<file path="config.mk">
export PLATFORM = sky130hd
export DESIGN_NAME = lru_write_back_block_cache_unit
export DESIGN_NICKNAME = d
export VERILOG_FILES = /design/src/rtl/lwbc_pkg.sv /design/src/rtl/lwbc_ctrl.sv /design/src/rtl/lwbc_datapath.sv /design/src/rtl/lru_write_back_block_cache_unit.sv
export VERILOG_INCLUDE_DIRS = /design/src /design/src/rtl
export SDC_FILE = /design/constraint.sdc
export NUM_CORES = 1
export LEC_CHECK = 0
export BUFFER_PORTS_ARGS = -buffer_cell sky130_fd_sc_hd__buf_2
export CORE_MARGIN = 2
export CORE_UTILIZATION = 50
export DETAILED_ROUTE_END_ITERATION = 16
export PLACE_DENSITY = 0.69
export SETUP_SLACK_MARGIN = 0.2
export SYNTH_ARGS = -nofsm -noshare
export SYNTH_HDL_FRONTEND = slang
export SYNTH_HIERARCHICAL = 1
export SYNTH_SLANG_ARGS = --single-unit
</file>
<file path="constraint.sdc">
create_clock -name clk -period 15.7 [get_ports clk]
set_input_delay 1.57 -clock clk [delete_from_list [all_inputs] [get_ports clk]]
set_output_delay 1.57 -clock clk [all_outputs]
set_load 0.03 [all_outputs]
</file>
<file path="src/rtl/lru_write_back_block_cache_unit_macros.svh">
// Assertion macros for the block cache unit.
`ifndef LRU_WRITE_BACK_BLOCK_CACHE_UNIT_MACROS_SVH
`define LRU_WRITE_BACK_BLOCK_CACHE_UNIT_MACROS_SVH

`ifndef SYNTH
`define LWBC_ASSERT_SAME(label, clk, rst, ante, cons) \
  label: assert property (@(posedge clk) disable iff (rst) (ante) |-> (cons)) \
    else $error("lwbc assertion failed");
`define LWBC_ASSERT_NEXT(label, clk, rst, ante, cons) \
  label: assert property (@(posedge clk) disable iff (rst) (ante) |=> (cons)) \
    else $error("lwbc assertion failed");
`else
`define LWBC_ASSERT_SAME(label, clk, rst, ante, cons)
`define LWBC_ASSERT_NEXT(label, clk, rst, ante, cons)
`endif

`endif

</file>
<file path="src/rtl/lwbc_pkg.sv">
// Package with the types and constants of the block cache unit.
`default_nettype none

package lwbc_pkg;

  localparam int WAYS       = 8;
  localparam int WAY_BITS   = $clog2(WAYS);
  localparam int BLOCK_BITS = 64;
  localparam int ADDR_BITS  = 16;
  localparam int CFG_BITS   = 4;

  localparam logic [1:0] CMD_READ  = 2'd0;
  localparam logic [1:0] CMD_WRITE = 2'd1;
  localparam logic [1:0] CMD_FLUSH = 2'd2;
  localparam logic [1:0] CMD_NONE  = 2'd3;

  typedef struct packed {
    logic [1:0]            cmd;
    logic [ADDR_BITS-1:0]  block_address;
    logic [BLOCK_BITS-1:0] write_data;
    logic [BLOCK_BITS-1:0] memory_data;
    logic                  last_of_request;
  } req_word_t;

  typedef struct packed {
    logic                  hit;
    logic [BLOCK_BITS-1:0] read_data;
    logic                  writeback;
    logic [ADDR_BITS-1:0]  writeback_address;
    logic [BLOCK_BITS-1:0] writeback_data;
    logic                  run_last;
    logic                  request_done;
  } rsp_word_t;

  typedef struct packed {
    logic load;
    logic scan;
    logic pick;
    logic commit;
    logic bypass;
    logic flush;
  } ctrl_t;

  typedef struct packed {
    logic [1:0] new_cmd;
    logic       bypass_mode;
    logic       scan_done;
    logic       out_free;
    logic       flush_last;
  } status_t;

endpackage

`default_nettype wire

</file>
<file path="src/rtl/lwbc_ctrl.sv">
// Controller state machine that sequences lookups, updates and flushes.
`default_nettype none

module lwbc_ctrl
  import lwbc_pkg::*;
(
  input  wire logic    clk,
  input  wire logic    rst,
  input  wire logic    req_valid,
  output logic         req_stall,
  output ctrl_t        cmd_bus,
  input  wire status_t status
);

  typedef enum logic [5:0] {
    S_IDLE   = 6'b000001,
    S_SCAN   = 6'b000010,
    S_PICK   = 6'b000100,
    S_COMMIT = 6'b001000,
    S_BYPASS = 6'b010000,
    S_FLUSH  = 6'b100000
  } state_t;

  state_t state;
  state_t state_next;

  always_ff @(posedge clk) begin
    if (rst) begin
      state <= S_IDLE;
    end else begin
      state <= state_next;
    end
  end

  always_comb begin
    state_next = state;
    cmd_bus    = '0;
    req_stall  = 1'b1;
    unique case (state)
      S_IDLE: begin
        req_stall = 1'b0;
        if (req_valid) begin
          cmd_bus.load = 1'b1;
          case (status.new_cmd)
            CMD_READ, CMD_WRITE: state_next = status.bypass_mode ? S_BYPASS : S_SCAN;
            CMD_FLUSH: state_next = S_FLUSH;
            default: state_next = S_IDLE;
          endcase
        end
      end
      S_SCAN: begin
        cmd_bus.scan = 1'b1;
        if (status.scan_done) begin
          state_next = S_PICK;
        end
      end
      S_PICK: begin
        cmd_bus.pick = 1'b1;
        state_next = S_COMMIT;
      end
      S_COMMIT: begin
        if (status.out_free) begin
          cmd_bus.commit = 1'b1;
          state_next = S_IDLE;
        end
      end
      S_BYPASS: begin
        if (status.out_free) begin
          cmd_bus.bypass = 1'b1;
          state_next = S_IDLE;
        end
      end
      S_FLUSH: begin
        if (status.out_free) begin
          cmd_bus.flush = 1'b1;
          if (status.flush_last) begin
            state_next = S_IDLE;
          end
        end
      end
      default: begin
        state_next = S_IDLE;
      end
    endcase
  end

endmodule

`default_nettype wire

</file>
<file path="src/rtl/lwbc_datapath.sv">
// Datapath with the entry store, recency ranks, way search and output register.
`default_nettype none

module lwbc_datapath
  import lwbc_pkg::*;
(
  input  wire logic                clk,
  input  wire logic                rst,
  input  wire ctrl_t               cmd_bus,
  output status_t                  status,
  input  wire req_word_t           req,
  input  wire logic                cfg_we,
  input  wire logic [CFG_BITS-1:0] cfg_wdata,
  output logic                     rsp_valid,
  input  wire logic                rsp_stall,
  output rsp_word_t                rsp
);

  logic [ADDR_BITS-1:0]  entry_tag   [WAYS];
  logic [BLOCK_BITS-1:0] entry_data  [WAYS];
  logic [WAYS-1:0]       entry_valid;
  logic [WAYS-1:0]       entry_dirty;
  logic [WAY_BITS-1:0]   recency_rank [WAYS];

  logic [CFG_BITS-1:0] ways_in_use;
  logic [CFG_BITS-1:0] nways;
  req_word_t           item;

  logic [WAY_BITS-1:0] way;
  logic                found;
  logic [WAY_BITS-1:0] hit_way;
  logic                empty_found;
  logic [WAY_BITS-1:0] empty_way;
  logic [WAY_BITS-1:0] lru_way;
  logic [WAY_BITS-1:0] best_rank;
  logic                victim;

  logic                match;
  logic                is_write;
  logic [WAY_BITS-1:0] pick_way;
  logic                flush_dirty;
  rsp_word_t           rsp_next;

  assign nways    = (ways_in_use > CFG_BITS'(WAYS)) ? CFG_BITS'(WAYS) : ways_in_use;
  assign match    = entry_valid[way] && (entry_tag[way] == item.block_address);
  assign is_write = (item.cmd == CMD_WRITE);
  assign pick_way = found ? hit_way : (empty_found ? empty_way : lru_way);
  assign flush_dirty = entry_valid[way] && entry_dirty[way];

  assign status.new_cmd     = req.cmd;
  assign status.bypass_mode = (nways == '0);
  assign status.scan_done   = match ||
                              ({{(CFG_BITS-WAY_BITS){1'b0}}, way} == nways - 1'b1);
  assign status.out_free    = !rsp_valid || !rsp_stall;
  assign status.flush_last  = (way == WAY_BITS'(WAYS - 1));

  always_ff @(posedge clk) begin
    if (rst) begin
      ways_in_use <= CFG_BITS'(WAYS);
    end else if (cfg_we) begin
      ways_in_use <= cfg_wdata;
    end
  end

  always_ff @(posedge clk) begin
    if (cmd_bus.load) begin
      item        <= req;
      way         <= '0;
      found       <= 1'b0;
      empty_found <= 1'b0;
      lru_way     <= '0;
      best_rank   <= '0;
    end
    if (cmd_bus.scan) begin
      if (match) begin
        found   <= 1'b1;
        hit_way <= way;
      end else begin
        way <= way + 1'b1;
      end
      if (!entry_valid[way] && !empty_found) begin
        empty_found <= 1'b1;
        empty_way   <= way;
      end
      if (recency_rank[way] > best_rank) begin
        best_rank <= recency_rank[way];
        lru_way   <= way;
      end
    end
    if (cmd_bus.pick) begin
      way    <= pick_way;
      victim <= !found && !empty_found && entry_dirty[pick_way];
    end
    if (cmd_bus.flush) begin
      way <= way + 1'b1;
    end
  end

  always_ff @(posedge clk) begin
    if (cmd_bus.commit) begin
      if (!found || is_write) begin
        entry_data[way] <= is_write ? item.write_data : item.memory_data;
      end
      if (!found) begin
        entry_tag[way] <= item.block_address;
      end
    end
  end

  always_ff @(posedge clk) begin
    if (rst) begin
      entry_valid <= '0;
      entry_dirty <= '0;
      for (int i = 0; i < WAYS; i++) begin
        recency_rank[i] <= WAY_BITS'(i);
      end
    end else begin
      if (cmd_bus.commit) begin
        entry_valid[way] <= 1'b1;
        if (!found || is_write) begin
          entry_dirty[way] <= is_write;
        end
        for (int i = 0; i < WAYS; i++) begin
          if (recency_rank[i] < recency_rank[way]) begin
            recency_rank[i] <= recency_rank[i] + 1'b1;
          end
        end
        recency_rank[way] <= '0;
      end
      if (cmd_bus.flush) begin
        entry_dirty[way] <= 1'b0;
      end
    end
  end

  always_ff @(posedge clk) begin
    if (rst) begin
      rsp_valid <= 1'b0;
    end else if (cmd_bus.commit || cmd_bus.bypass || cmd_bus.flush) begin
      rsp_valid <= 1'b1;
    end else if (!rsp_stall) begin
      rsp_valid <= 1'b0;
    end
  end

  always_comb begin
    rsp_next = rsp;
    if (cmd_bus.commit) begin
      rsp_next = '0;
      rsp_next.hit          = found;
      rsp_next.run_last     = 1'b1;
      rsp_next.request_done = item.last_of_request;
      if (!is_write) begin
        rsp_next.read_data = found ? entry_data[way] : item.memory_data;
      end
      if (victim) begin
        rsp_next.writeback         = 1'b1;
        rsp_next.writeback_address = entry_tag[way];
        rsp_next.writeback_data    = entry_data[way];
      end
    end else if (cmd_bus.bypass) begin
      rsp_next = '0;
      rsp_next.run_last     = 1'b1;
      rsp_next.request_done = item.last_of_request;
      if (is_write) begin
        rsp_next.writeback         = 1'b1;
        rsp_next.writeback_address = item.block_address;
        rsp_next.writeback_data    = item.write_data;
      end else begin
        rsp_next.read_data = item.memory_data;
      end
    end else if (cmd_bus.flush) begin
      rsp_next = '0;
      rsp_next.run_last     = status.flush_last;
      rsp_next.request_done = status.flush_last && item.last_of_request;
      if (flush_dirty) begin
        rsp_next.writeback         = 1'b1;
        rsp_next.writeback_address = entry_tag[way];
        rsp_next.writeback_data    = entry_data[way];
      end
    end
  end

  always_ff @(posedge clk) begin
    rsp <= rsp_next;
  end

endmodule

`default_nettype wire

</file>
<file path="src/rtl/lru_write_back_block_cache_unit.sv">
// A read or write passes an accept state, a search of one to eight ways (one way per cycle),
// a pick state and a commit state; the result word then appears in the output register.
// A bypassed access goes from acceptance to a bypass state that registers its word. A flush
// gives eight words, one per cycle while the output is not stalled. One access is in progress
// at a time. Synchronous reset empties and cleans every entry, sets recency to way order with
// way 0 newest, and sets the way count to eight.
`default_nettype none
`include "lru_write_back_block_cache_unit_macros.svh"

module lru_write_back_block_cache_unit
  import lwbc_pkg::*;
(
  input  wire logic                clk,
  input  wire logic                rst,
  input  wire logic                req_valid,
  output logic                     req_stall,
  input  wire req_word_t           req,
  output logic                     rsp_valid,
  input  wire logic                rsp_stall,
  output rsp_word_t                rsp,
  input  wire logic                cfg_we,
  input  wire logic [CFG_BITS-1:0] cfg_wdata
);

  ctrl_t   cmd_bus;
  status_t status;

  lwbc_ctrl u_ctrl (
    .clk       (clk),
    .rst       (rst),
    .req_valid (req_valid),
    .req_stall (req_stall),
    .cmd_bus   (cmd_bus),
    .status    (status)
  );

  lwbc_datapath u_datapath (
    .clk       (clk),
    .rst       (rst),
    .cmd_bus   (cmd_bus),
    .status    (status),
    .req       (req),
    .cfg_we    (cfg_we),
    .cfg_wdata (cfg_wdata),
    .rsp_valid (rsp_valid),
    .rsp_stall (rsp_stall),
    .rsp       (rsp)
  );

  `LWBC_ASSERT_SAME(a_one_command, clk, rst, 1'b1, $onehot0(cmd_bus))
  `LWBC_ASSERT_SAME(a_emit_when_free, clk, rst,
    cmd_bus.commit || cmd_bus.bypass || cmd_bus.flush, status.out_free)
  `LWBC_ASSERT_NEXT(a_no_word_after_accept, clk, rst,
    req_valid && !req_stall, !$rose(rsp_valid))

endmodule

`default_nettype wire
</file>
==> results.sh <==
export IMPL_maxCapViolations=0
export IMPL_synthAdderAreaFrac_pct=0.964
export IMPL_grt_ovfl_total=0
export IMPL_peakVddDrop_v=0.0000935
export IMPL_track_usage_pct=23.5
export IMPL_ys_flop_type="edfxtp_1"
export IMPL_timing_final_hold_violations=0
export IMPL_fin_ws_ps=10660
export IMPL_antenna_found_initial=4
export IMPL_top_layer="met4"
export IMPL_nFillCells=5769
export IMPL_r2r_start="u_datapath/way[2]"
export IMPL_wirelength_um=96300
export IMPL_cts_clk_slew_worst_paths_ps=60
export IMPL_dr_wl_met2_um=47000
export IMPL_grt_pass1_wl_um=143000
export IMPL_vias=23446
export IMPL_min_period_ps=5040
export IMPL_grt_pass1_vias=23760
export IMPL_syn_inst=2486
export IMPL_met3WireLength_um=8430
export IMPL_post_drt_wl_per_cell_um=24.6
export IMPL_worstSetupStartpointType="flip-flop"
export IMPL_synth_area_leaders="edfxtp_1 (73%), nand2_1 (3.3%), dfxtp_1 (3.2%)"
export IMPL_rr_worst_depth=12
export IMPL_ys_warn_count=6
export IMPL_cts_resized=0
export IMPL_first_pass_iters=5
export IMPL_multi_input_area_sq_um=8930
export IMPL_drive_above_1_share_pct=20.9
export IMPL_start_util_pct=50.4
export IMPL_yosysTopAreaCellShare_pct=72.6
export IMPL_detail_route_iter0_violations=2546
export IMPL_hold_class="reg -> reg"
export IMPL_cts_buffers=101
export IMPL_avgSynthCellArea_sq_um=15.7
export IMPL_slew_viol_final=0
export IMPL_rows=102
export IMPL_htreeDepth=3
export IMPL_pre_cts_ws_ps=10610
export IMPL_synth_cell_types=77
export IMPL_cts_hold_buf=0
export IMPL_relSlewSlack_pct=15.1
export IMPL_die_w_um=283
export IMPL_area_growth_pct=15.4
export IMPL_power_density_nw_per_um2=135
export IMPL_fin_crit_sh_pct=32.1
export IMPL_synth_largest_area_cell="edfxtp_1"
export IMPL_seq_area_sq_um=29500
export IMPL_antennaDiodeCount=0
export IMPL_syn_num_nets=2672
export IMPL_design_core_area_sq_um=77200
export IMPL_layout_nets=2978
export IMPL_end_kind="flip-flop"
export IMPL_antenna_left=0
export IMPL_critPathLaunch="u_datapath/way[2]"
export IMPL_wl_met1_um=38100
export IMPL_status="completed"
export IMPL_ios=306
export IMPL_fin_setup_tns_ps=0
export IMPL_clk_latency_ps=690
export IMPL_cts_sinks=1004
export IMPL_rsz0062_at_grt="false"
export IMPL_clock_fmax_mhz=198
export IMPL_dieArea_sq_um=80100
export IMPL_gp_congestion=0.850
export IMPL_cp_required_ps=16250
export IMPL_timing_worst_setup_path_type="reg -> reg"
export IMPL_yosysSeqAreaShare_pct=75.8
export IMPL_portBuffers=305
export IMPL_vias_per_cell=5.98
export IMPL_synth_edf_count=941
export IMPL_clock_skew_ps=69.4
export IMPL_ys_ff_latch=1004
export IMPL_muxShareOfSynthArea_pct=4.15
export IMPL_hpwl_um=54700
export IMPL_syn_area_sq_um=38900
export IMPL_p_leak_nw=15.8
export IMPL_min_delay_start="u_datapath/best_rank[1]"
export IMPL_synth_xor_area_share_pct=0.517
export IMPL_tightestPinTransition_ps=1270
export IMPL_die_h_um=283
export IMPL_cts_tree="built"
export IMPL_synth_compound_area_share_pct=9.86
export IMPL_critPathMaxFanout=47
export IMPL_fin_total_pwr_mw=6.08
export IMPL_grt_max_degree=68
export IMPL_remaining_drc_errors=0
export IMPL_yosys_area_share_simple_pct=6.89
export IMPL_cts_root_buf="clkbuf_16"
export IMPL_postCtsSetupBuffers=0
export IMPL_crit_arrival_ps=5580
export IMPL_holdPathStages=2
export IMPL_synth_top_family_by_area="compound AO/OA/AOI/OAI gates"
export IMPL_async_flop_share_pct=0
export IMPL_setup_viol=0
export IMPL_clock_path_buffers=3
routing by layer:
metal / vias to the layer above / track usage (%)
met2: 1181 / 38.7
met1: 11767 / 31.6
met5: - / 0
met4: 0 / 8.00
li1: 10318 / -
met3: 180 / 4.42
power breakdown:
part	internal [mW]	total (mW)	switching [mW]
logic	0.244	0.685	0.441
clock network	1.31	2.33	1.02
registers	3.00	3.07	0.0612
total	4.56	6.08	1.52
cells in the final DEF (no fill, tap or decap), types with 21 or more instances in the layout:
| cell type | count |
|---|---|
| clkbuf_16 | 101 |
| clkbuf_1 | 26 |
| edfxtp_1 | 941 |
| nand2b_1 | 21 |
| and3_1 | 35 |
| mux2i_1 | 67 |
| buf_2 | 305 |
| buf_4 | 40 |
| mux2_2 | 45 |
| o21ai_0 | 142 |
| a22oi_1 | 137 |
| clkinv_1 | 21 |
| a22o_1 | 75 |
| nor2_1 | 64 |
| a21oi_1 | 49 |
| dfxtp_1 | 60 |
| a221oi_1 | 53 |
| nand2_1 | 344 |
| ha_1 | 30 |
cell usage after synthesis (35+ instances only):
cell type	number
nor2_1	83
mux2i_1	67
edfxtp_1	941
mux2_2	45
a22o_1	75
a22oi_1	137
a21oi_1	49
a221oi_1	53
and3_1	35
o21ai_0	143
nand2_1	346
dfxtp_1	63
clkbuf_1	85
stage by stage:
| stage | cells | utilization [%] | area, sq um | hold slack (ps) |
|---|---|---|---|---|
| after floorplan | 2486 | - | 38900 | 433 |
| after global placement | 3729 | 54.0 | 41700 | 446 |
| after detailed placement | 3729 | 54.0 | 41700 | 459 |
| after CTS | 3919 | 58.2 | 44900 | 472 |
| after global routing | 3919 | 58.2 | 44900 | 493 |
| final | 3919 | 58.2 | 44900 | 471 |
final timing paths:
path | slack (ps) | endpoint
max | 10660 | u_datapath/best_rank[2]
min reg2reg | 470 | u_datapath/best_rank[1]
max reg2reg | 10660 | u_datapath/best_rank[2]
min | 470 | u_datapath/best_rank[1]
sequential cells by signal (all words and copies together) (netlist names):
register and flops:
u_datapath/hit_way 3, u_datapath/empty_found 1, u_datapath/ways_in_use 4, u_datapath/entry_tag 128, u_datapath/found 1, u_datapath/item 147, u_datapath/entry_data 512, u_datapath/best_rank 3
u_datapath/way 3, u_datapath/rsp_valid 1, u_datapath/empty_way 3, u_datapath/recency_rank 24, u_datapath/rsp 148, u_datapath/lru_way 3, u_datapath/entry_dirty 8, u_datapath/entry_valid 8
u_ctrl/state 6, u_datapath/victim 1
cell type report:
class | count | share of cell area, %
inverter | 23 | 0.192
sequential | 1004 | 65.7
clock buffer | 129 | 5.91
tap | 1040 | 2.90
multi-input combinational | 1317 | 19.9
timing repair buffer | 345 | 4.07
clock inverter | 61 | 1.32
cells by family after synthesis:
kind of cell / count (synthesis)
AND/OR/NAND/NOR: 583
buffers and inverters: 165
adder cells (fa/ha/maj): 30
flip-flops: 1004
AO/OA/AOI/OAI: 548
XOR/XNOR: 23
multiplexers: 133
critical path, stage by stage (launching register included):
cell      delay [ps]
dfxtp_2          790
buf_4            720
nand2b_1         720
nor2_4            40
buf_4            370
a22oi_1          290
and3_1           500
inv_1            100
ha_1             310
nor2b_1          120
o21ai_0           80
a21oi_1          600
mux2i_1          270
No activity file was read; power rests on OpenSTA's default activity.
